File: src/hdl/nc_pkg.sv
// Shared constants and types of the number classifier.
package nc_pkg;

  // Operand width of the classified value.
  localparam int DATA_WIDTH = 31;
  // Root bits of the value and of 8*value+1.
  localparam int SQ_N = (DATA_WIDTH + 1) / 2;
  localparam int SQ_M = (DATA_WIDTH + 4) / 2;
  // Width of the operand shift register and of the partial remainder.
  localparam int XW = 2 * SQ_M;
  localparam int SW = SQ_M + 3;
  // Step counter width.
  localparam int CNT_W = $clog2(DATA_WIDTH);

  // Triangular index limit and the listed perfect numbers.
  localparam logic [31:0] TRI_LIMIT = 32'd65000;
  localparam int N_PERFECT = 5;
  localparam logic [31:0] PERFECT_LIST [N_PERFECT] = '{
    32'd6, 32'd28, 32'd496, 32'd8128, 32'd33550336
  };

  // Request to the shared shift-and-subtract unit.
  typedef struct packed {
    logic          sqrt_mode;
    logic [SW-1:0] rem;
    logic [1:0]    bits;
    logic [SW-1:0] operand;
  } step_req_t;

  // Answer of the shared unit.
  typedef struct packed {
    logic          ok;
    logic [SW-1:0] rem;
  } step_rsp_t;

endpackage

File: src/hdl/nc_step.sv
// Shared shift-and-subtract step for restoring division and square root.
module nc_step (
  input  nc_pkg::step_req_t req,
  output nc_pkg::step_rsp_t rsp
);
  import nc_pkg::*;

  logic [SW-1:0] cand;
  logic [SW:0]   diff;

  // Shift in one dividend bit or two radicand bits, then try the subtraction.
  always_comb begin
    if (req.sqrt_mode) begin
      cand = {req.rem[SW-3:0], req.bits};
    end else begin
      cand = {req.rem[SW-2:0], req.bits[1]};
    end
    diff    = {1'b0, cand} - {1'b0, req.operand};
    rsp.ok  = ~diff[SW];
    rsp.rem = diff[SW] ? cand : diff[SW-1:0];
  end

endmodule

File: src/hdl/number_classifier.sv
// Number classifier: prime, triangular, square, hexagonal and perfect flags.
// Each item runs a square root of the value, then of 8*value+1, then trial division by the
// divisors 2 up to floor(sqrt(value)), up to 46339 of them at 31 bits, stopping at a divisor.
// One item at a time: in_stall holds off a new one until the result goes to the output;
// a single shift-and-subtract unit does all the work, one remainder or root bit per cycle.
// Reset (rst, synchronous) returns the sequencer to idle and drops out_valid.
module number_classifier (
  input  logic        clk,
  input  logic        rst,
  input  logic        in_valid,
  output logic        in_stall,
  input  logic [30:0] value,
  output logic        out_valid,
  input  logic        out_stall,
  output logic        is_prime,
  output logic        is_triangular,
  output logic        is_square,
  output logic        is_hexagonal,
  output logic        is_perfect
);
  import nc_pkg::*;

  typedef enum logic [4:0] {
    ST_IDLE = 5'b00001,
    ST_SQN  = 5'b00010,
    ST_SQM  = 5'b00100,
    ST_DIV  = 5'b01000,
    ST_FIN  = 5'b10000
  } state_t;

  state_t                state;
  logic [DATA_WIDTH-1:0] n;
  logic [XW-1:0]         xsh;
  logic [SW-1:0]         rem;
  logic [SQ_M-1:0]       root;
  logic [SQ_N-1:0]       root_n;
  logic [SQ_N-1:0]       div;
  logic [CNT_W-1:0]      cnt;
  logic                  sq_flag;
  logic                  tri_flag;
  logic                  hex_flag;
  logic                  prime_flag;

  step_req_t             req;
  step_rsp_t             rsp;
  logic [SQ_M-1:0]       root_fin;
  logic [SQ_M-2:0]       tri_idx;
  logic                  tri_hit;
  logic                  perfect_hit;
  logic                  out_free;

  // Shared arithmetic unit.
  nc_step u_step (
    .req (req),
    .rsp (rsp)
  );

  // Operands for the shared unit: trial divisor, or the root so far with 01 appended.
  always_comb begin
    req.sqrt_mode = (state != ST_DIV);
    req.rem       = rem;
    req.bits      = xsh[XW-1 -: 2];
    if (state == ST_DIV) begin
      req.operand = {{(SW-SQ_N){1'b0}}, div};
    end else begin
      req.operand = {1'b0, root, 2'b01};
    end
  end

  // Root after the last square-root step, and the triangular index (s-1)/2 taken from it.
  assign root_fin = {root[SQ_M-2:0], rsp.ok};
  assign tri_idx  = root_fin[SQ_M-1:1];
  assign tri_hit  = (rsp.rem == '0)
                  && ({{(33-SQ_M){1'b0}}, tri_idx} < TRI_LIMIT);

  // Match against the listed perfect numbers.
  always_comb begin
    perfect_hit = 1'b0;
    for (int k = 0; k < N_PERFECT; k++) begin
      if ({{(32-DATA_WIDTH){1'b0}}, n} == PERFECT_LIST[k]) begin
        perfect_hit = 1'b1;
      end
    end
  end

  assign in_stall = (state != ST_IDLE);
  assign out_free = ~out_valid | ~out_stall;

  // Sequencer: root of n, root of 8n+1, then trial division up to the root of n.
  always_ff @(posedge clk) begin
    if (rst) begin
      state <= ST_IDLE;
    end else begin
      case (state)
        ST_IDLE: begin
          if (in_valid) begin
            n     <= value[DATA_WIDTH-1:0];
            xsh   <= XW'(value[DATA_WIDTH-1:0]) << (XW - 2 * SQ_N);
            rem   <= '0;
            root  <= '0;
            cnt   <= CNT_W'(SQ_N - 1);
            state <= ST_SQN;
          end
        end
        ST_SQN: begin
          rem  <= rsp.rem;
          root <= {root[SQ_M-2:0], rsp.ok};
          xsh  <= xsh << 2;
          cnt  <= cnt - 1'b1;
          if (cnt == '0) begin
            root_n  <= {root[SQ_N-2:0], rsp.ok};
            sq_flag <= (rsp.rem == '0);
            xsh     <= XW'({n, 3'b001}) << (XW - (DATA_WIDTH + 3));
            rem     <= '0;
            root    <= '0;
            cnt     <= CNT_W'(SQ_M - 1);
            state   <= ST_SQM;
          end
        end
        ST_SQM: begin
          rem  <= rsp.rem;
          root <= root_fin;
          xsh  <= xsh << 2;
          cnt  <= cnt - 1'b1;
          if (cnt == '0) begin
            tri_flag <= tri_hit;
            hex_flag <= tri_hit & tri_idx[0];
            if (n < DATA_WIDTH'(2)) begin
              // Zero and one are not prime.
              prime_flag <= 1'b0;
              state      <= ST_FIN;
            end else if (root_n < SQ_N'(2)) begin
              // Two and three: no divisor to try.
              prime_flag <= 1'b1;
              state      <= ST_FIN;
            end else begin
              div   <= SQ_N'(2);
              xsh   <= XW'(n) << (XW - DATA_WIDTH);
              rem   <= '0;
              cnt   <= CNT_W'(DATA_WIDTH - 1);
              state <= ST_DIV;
            end
          end
        end
        ST_DIV: begin
          rem <= rsp.rem;
          xsh <= xsh << 1;
          cnt <= cnt - 1'b1;
          if (cnt == '0) begin
            if (rsp.rem == '0) begin
              prime_flag <= 1'b0;
              state      <= ST_FIN;
            end else if (div == root_n) begin
              prime_flag <= 1'b1;
              state      <= ST_FIN;
            end else begin
              div <= div + 1'b1;
              xsh <= XW'(n) << (XW - DATA_WIDTH);
              rem <= '0;
              cnt <= CNT_W'(DATA_WIDTH - 1);
            end
          end
        end
        ST_FIN: begin
          if (out_free) begin
            state <= ST_IDLE;
          end
        end
        default: begin
          state <= ST_IDLE;
        end
      endcase
    end
  end

  // Output register: loaded from the finished flags once the previous item is gone.
  always_ff @(posedge clk) begin
    if (rst) begin
      out_valid <= 1'b0;
    end else if (state == ST_FIN && out_free) begin
      out_valid <= 1'b1;
    end else if (~out_stall) begin
      out_valid <= 1'b0;
    end
  end

  always_ff @(posedge clk) begin
    if (state == ST_FIN && out_free) begin
      is_prime      <= prime_flag;
      is_triangular <= tri_flag;
      is_square     <= sq_flag;
      is_hexagonal  <= hex_flag;
      is_perfect    <= perfect_hit;
    end
  end

  // An accepted item always starts with the square root of the value.
  a_accept_starts: assert property (@(posedge clk) disable iff (rst)
    (in_valid && !in_stall) |=> (state == ST_SQN))
    else $error("accepted item did not start the root pass");

  // Trial divisors stay between two and the root of the value.
  a_div_range: assert property (@(posedge clk) disable iff (rst)
    (state == ST_DIV) |-> (div >= SQ_N'(2) && div <= root_n))
    else $error("trial divisor out of range");

  // Hexagonal numbers are a subset of triangular numbers.
  a_hex_tri: assert property (@(posedge clk) disable iff (rst)
    out_valid |-> (!is_hexagonal || is_triangular))
    else $error("hexagonal flag without triangular flag");

  // A square above one is never prime.
  a_prime_square: assert property (@(posedge clk) disable iff (rst)
    out_valid |-> !(is_prime && is_square))
    else $error("value flagged both prime and square");

  // Every listed perfect number is hexagonal, composite and not a square.
  a_perfect: assert property (@(posedge clk) disable iff (rst)
    (out_valid && is_perfect) |-> (is_hexagonal && !is_prime && !is_square))
    else $error("inconsistent flags for a perfect number");

endmodule

File: config.mk
export PLATFORM = sky130hd
export DESIGN_NAME = number_classifier
export DESIGN_NICKNAME = d
export VERILOG_FILES = /design/src/hdl/nc_pkg.sv /design/src/hdl/nc_step.sv /design/src/hdl/number_classifier.sv
export SDC_FILE = /design/constraint.sdc
export NUM_CORES = 1
export LEC_CHECK = 0
export ABC_AREA = 0
export BUFFER_PORTS_ARGS = -buffer_cell sky130_fd_sc_hd__buf_2
export CAP_MARGIN = 20
export CORE_MARGIN = 2
export CORE_UTILIZATION = 30
export CTS_CLUSTER_DIAMETER = 200
export CTS_CLUSTER_SIZE = 20
export DETAILED_ROUTE_END_ITERATION = 10
export PLACE_DENSITY_LB_ADDON = 0.1
export SETUP_SLACK_MARGIN = 0.05
export SLEW_MARGIN = 30
export SYNTH_ARGS = -nofsm -noshare
export SYNTH_HDL_FRONTEND = slang
export SYNTH_SLANG_ARGS = --single-unit
File: constraint.sdc
create_clock -name clk -period 8.4 [get_ports clk]
set_input_delay 0 -clock clk [delete_from_list [all_inputs] [get_ports clk]]
set_output_delay 0 -clock clk [all_outputs]
set_load 0.01 [all_outputs]
# Word level (Yosys, flattened, before mapping)
# Cells that the tools add are included.
# classes
n_addsub	3
n_lt_le_gt_ge	3
n_eq_ne	25
muxes	60
bitwise	6
reduce_logical	16
# op_table
operator	n
two-way mux 34 bit	8
two-way mux 19 bit	9
one-hot mux 34 bit (4 select lines)	1
two-way mux 16 bit	6
two-way mux 5 bit	17
one-hot mux 19 bit (4 select lines)	1
one-hot mux 17 bit (3 select lines)	1
two-way mux 20 bit	2
two-way mux 17 bit	2
one-hot mux 16 bit (2 select lines)	1
== test 31 x 13 -> 1 bit (second input constant)	1
== test 31 x 25 -> 1 bit (second input constant)	1
== test 31 x 3 -> 1 bit (second input constant)	1
== test 31 x 5 -> 1 bit (second input constant)	1
== test 31 x 9 -> 1 bit (second input constant)	1
< comparator 31 x 2 -> 1 bit (second input constant)	1
one-hot mux 5 bit (5 select lines)	1
subtractor 20 x 19 -> 21 bit	1
zero test 20 bit	1
one-hot mux 5 bit (4 select lines)	1
adder 16 x 1 -> 16 bit (second input constant)	1
== test 16 bit	1
< comparator 16 bit (second input constant)	1
< comparator 16 x 2 -> 1 bit (second input constant)	1
other kinds (26)	51
# totals
regBits	153
in_bits	35

# Depth between registers and ports, before layout
# logic_depth
ltp_word	8
mapped_depth	23
mapped_depth_nobuf	18

# By module
# Synthesis repeated with hierarchy kept, for this count alone.
# unflattened
cells_unflattened	877
hier_area_um2	9200.1
# by_module_without_submodules
module	n_inst	cells_per_inst	area_each_um2	seq_area_each_um2
number_classifier	1	631	7275.7	4564.4
nc_step	1	246	1924.3	0.0

# Worst setup path before layout
# OpenSTA, ideal clock, no wires.
# synth_timing
kind	register to register
startpoint	register state[2]
endpoint	register div[0], enable pin
arrival_ps	5612
t_required_ps	7986
path_slack_ps	2374
stages_incl_launch_ff	18
period_less_slack_ps	6026
path_cell_list	dfxtp_1 > nor3_1 > nand2_1 > clkbuf_1 > clkbuf_1 > buf_1 > clkbuf_1 > mux2i_1 > ha_1 > buf_2 > a21o_1 > or4_1 > a221oi_1 > nor3_1 > and4_1 > o22ai_4 > nand2_1 > a211oi_1
# synth_via
elab_chain_cells	7
elab_cells_between_ends	16
# synth_rtl
item	line_no	text
start, declared	number_classifier.sv:31	state_t state;
start signal, assigned	number_classifier.sv:92	state <= ST_IDLE;
start signal, assigned	number_classifier.sv:102	state <= ST_SQN;
start signal, assigned	number_classifier.sv:117	state <= ST_SQM;
!= test 5 x 4 -> 1 bit / == test 5 x 4 -> 1 bit (equally long branches)	number_classifier.sv:60, number_classifier.sv:63, number_classifier.sv:94	
two-way mux 20 bit / two-way mux 19 bit (equally long branches)	nc_step.sv:13, number_classifier.sv:63	
subtractor 20 x 19 -> 21 bit	nc_step.sv:18	diff = {1'b0, cand} - {1'b0, req.operand};
two-way mux 20 bit	nc_step.sv:20	rsp.rem = diff[SW] ? cand : diff[SW-1:0];
zero test 20 bit	number_classifier.sv:150	if (rsp.rem == '0) begin
!= test 2 bit (no line)	n/a	
AND reduction 8 bit (no line) (*)	n/a	
end signal, assigned	number_classifier.sv:157	div <= div + 1'b1;
end, declared	number_classifier.sv:37	logic [SQ_N-1:0] div;
# Every way passes the cells marked *; elsewhere a longest branch is shown, timed or not.
# A chain may end at the register's enable or synchronous reset.

# Worst setup path after layout
# layout_timing
startpoint	register state[0]
endpoint	register rem[15] (data pin)
# layout_via
elab_chain_cells	8
elab_cells_between_ends	18
# layout_rtl
item	line_no	text
!= test 5 x 4 -> 1 bit / == test 5 x 4 -> 1 bit (equally long branches)	number_classifier.sv:60, number_classifier.sv:63, number_classifier.sv:94	
two-way mux 20 bit / two-way mux 19 bit (equally long branches)	nc_step.sv:13, number_classifier.sv:63	
subtractor 20 x 19 -> 21 bit	nc_step.sv:18	
two-way mux 20 bit	nc_step.sv:20	
zero test 20 bit (tied with other cells)	number_classifier.sv:150	
two-way mux 19 bit (on tied branches)	number_classifier.sv:150, number_classifier.sv:128	
two-way mux 19 bit (on tied branches)	number_classifier.sv:149, number_classifier.sv:125	
one-hot mux 19 bit (4 select lines) (*)	number_classifier.sv:94	case (state)
end signal, assigned	number_classifier.sv:106	rem <= rsp.rem;
end signal, assigned	number_classifier.sv:121	rem <= rsp.rem;
end signal, assigned	number_classifier.sv:146	rem <= rsp.rem;
end, declared	number_classifier.sv:34	logic [SW-1:0] rem;
# Marked as above.

==> results.txt <==
status: finished, final reports clean
crit-path max FO: 37
Final Hold Fails: 0
chip height: 177 um
WP data required: 8.55 ns
Post-synth EDFFs: 147
layout cells sized above 1: 11.2%
crit end category: flop
Worst path slowest cell: o41ai_4
fmax: 158 MHz
Buf/Inv on CP: 4
CTS root buf: clkbuf_16
drt initial violations: 576
Critical Path, Cell by Cell: nor3_1, nand2_2, mux2i_1, ha_1, inv_1, fa_1, a211oi_2, o211ai_1, nand4_1, o211a_2, inv_1, o211ai_1, a21oi_1, o22ai_4, inv_4, o41ai_4, buf_6, a211oi_1
R2R Setup Slk: 2.07 ns
Synth Cell Area: 8990 um^2
post-synthesis cell type count: 72
Std-Cell Rows: 63
Crit path max-delay family: compound AO/OA/AOI/OAI gates
placed insts: 1282
post-DR vias/cell: 5.34
post-synthesis async set-or-reset flop share: 0%
clock insertion delay at the later pin of the skew report: 0.43 ns
top area cells in the synthesized netlist: edfxtp_1, nand2_1, nor2_1, ha_1, xnor2_1
Synth Register Bits: 153
DRC Markers: 0
critical path class: flop to flop
Finish-stage setup viols: 0
synth warn: 0
Initial Utilization: 30.4%
vias in the first global route: 6857
Final Non-Filler Cells: 1347
Ports: 42
Final TNS setup: 0 ns
syn_nets: 939
first-pass GRT wire length: 42700 um
n_diodes: 0
RSZ-0062 raised after global routing: false
largest net degree at the start of global routing: 59
Nets: 1002
Worst EP arrival: 6.49 ns
Pleak: 3.80 nW
Die W: 177 um
synthesized instance count: 882
CTS tree: built
Synth-to-Final Area Change: 17.8%
WL per Instance: 20.8 um
PwrDens: 295 nW/um^2
most common flop cell mapped by yosys: edfxtp_1
Max VDD drop: 146 uV
core area: 29600 um^2
final WL: 28000 um
startpoint types: flop
Hold Slack: 0.161 ns
H-tree levels: 4
Detail Route Antenna Nets: 0
Synth top area share: 49.1%
Slew @ Worst Pin: 0.941 ns
max-cap viol count: 0
Slew Limit Headroom: 37.1%
worst-case clock buffer depth: 2
area of the die: 31400 um^2
All-Layer GR Usage: 18.2%
Synth area leader: edfxtp_1
worst stage delay on the critical path: 0.73 ns
Seq/Total Area, Yosys: 50.4%
syn_area_per_cell: 10.2 um^2
global placement routability congestion: 0.859
grt total ovfl: 0
Final Skew: 0.00973 ns
Final Max Tran Viols: 0
CTS buffer count: 17
via count: 7190
post-route clock period utilization: 75.4%
clock slew at reported path FFs: 0.06 ns
post-CTS setup buffers: 0
clock net sink count: 153
min Tclk post-route: 6.33 ns
dpl hpwl: 20300 um
Hold Path Class: input port to flop
First-pass DRT Iterations: 5
IO Port Bufs: 41
initial antenna violation count: 0
-- path summary, 6_finish.rpt --
kind                                       startpoint                 endpoint  depth (start not counted)
worst min-delay path                         in_valid    state[0]$_SDFFE_PP1P_                          3
worst max register to register  state[0]$_SDFFE_PP1P_        rem[15]$_DFFE_PP_                         18
worst min register to register     tri_flag$_DFFE_PP_  is_triangular$_DFFE_PP_                          0
worst max-delay path            state[0]$_SDFFE_PP1P_        rem[15]$_DFFE_PP_                         18
-- synth_stat cells (all sizes together), types with 7 or more instances --
cell type  instances
buf               19
a21oi             45
nor4              19
o21ai             22
a21o              10
o211ai            21
a22oi             31
nor2              77
nand4             19
edfxtp           147
mux2i             25
clkbuf            24
xor2              14
nand3             19
o221ai            24
nand2b             7
a211oi            10
nand2            110
xnor2             29
nor3              24
and2              24
ha                21
inv               45
or3                8
and3              13
-- routing by layer --
metal	GRT usage (%)	vias to the layer above	share of wire (%)
met5	0	-	0
met4	4.89	0	1.5
met3	2.68	27	3.8
met2	25.9	175	43
met1	28.3	3529	52
li1	-	3459	-
-- cells by family (layout without fill, tap and decap cells) --
family	after synthesis	count (layout)	synth area share [%]
buffers and inverters	88	163	3.96
muxes	25	25	2.78
AOI/OAI and AO/OA	211	211	17.4
adders and majority gates	22	22	3.14
DFF	153	153	50.4
xor gates and xnor gates	43	43	4.19
and+or+nand+nor	340	340	18.2
-- where the power goes --
group	internal [mW]	total [mW]	switching [mW]
clock network	0.465	0.776	0.311
logic	0.401	1.20	0.797
registers	1.03	1.15	0.114
-- sequential cells by signal (all words and copies together) (netlist names) --
signal	cells
xsh	34
n	31
rem	19
root	17
div	16
root_n	16
cnt	5
state	5
hex_flag	1
is_hexagonal	1
is_perfect	1
is_prime	1
is_square	1
is_triangular	1
out_valid	1
prime_flag	1
sq_flag	1
tri_flag	1
-- worst reg2reg max path, cell delays in order, from the launching register on --
cell,delay (ns)
dfxtp_1,0.35
nor3_1,0.37
nand2_2,0.57
mux2i_1,0.42
ha_1,0.23
inv_1,0.06
fa_1,0.41
a211oi_2,0.39
o211ai_1,0.25
nand4_1,0.19
o211a_2,0.51
inv_1,0.42
o211ai_1,0.20
a21oi_1,0.09
o22ai_4,0.40
inv_4,0.18
o41ai_4,0.73
buf_6,0.23
a211oi_1,0.06
-- stage by stage --
| step | worst slack, ns | total power, mW | instance area (um^2) | utilization, % |
|---|---|---|---|---|
| final | 2.07 | 3.12 | 10600 | 35.8 |
| after global routing | 1.57 | 3.29 | 10600 | 35.8 |
| after CTS | 2.03 | 3.13 | 10600 | 35.8 |
| after detailed placement | 2.06 | 2.34 | 9670 | 32.7 |
| after global placement | 1.95 | 2.35 | 9650 | 32.6 |
| after floorplan | 2.37 | 1.94 | 8990 | - |
-- layout make-up --
type                       instances  area (um^2)
sequential                       153         4530
multi-input combinational        641         4180
fill                            2992        19000
clock buffer                      19          433
inverter                          45          171
clock inverter                    12          150
timing repair buffer              87          639
tap                              390          488
-- placed cells by master, fill, tap and decap left out, types with 17 or more instances in the layout --
cell type,synthesis,layout
edfxtp_1,147,147
nand2_1,110,109
nor2_1,77,75
a21oi_1,45,43
inv_1,43,43
buf_2,13,41
dlygate4sd3_1,0,34
a22oi_1,31,31
xnor2_1,29,29
mux2i_1,25,25
and2_1,24,24
o221ai_1,24,24
nor3_1,24,22
o211ai_1,21,21
ha_1,21,21
nand3_1,19,19
nand4_1,19,19
nor4_1,19,19
o21ai_0,17,17
clkbuf_16,0,17
-- repair_timing --
action | CTS | global route
hold endpoints to repair | 63 | 0
hold buffers | 34 | 0
gates resized for setup | 0 | 0
Note: power is estimated with default switching activity, not from simulation.
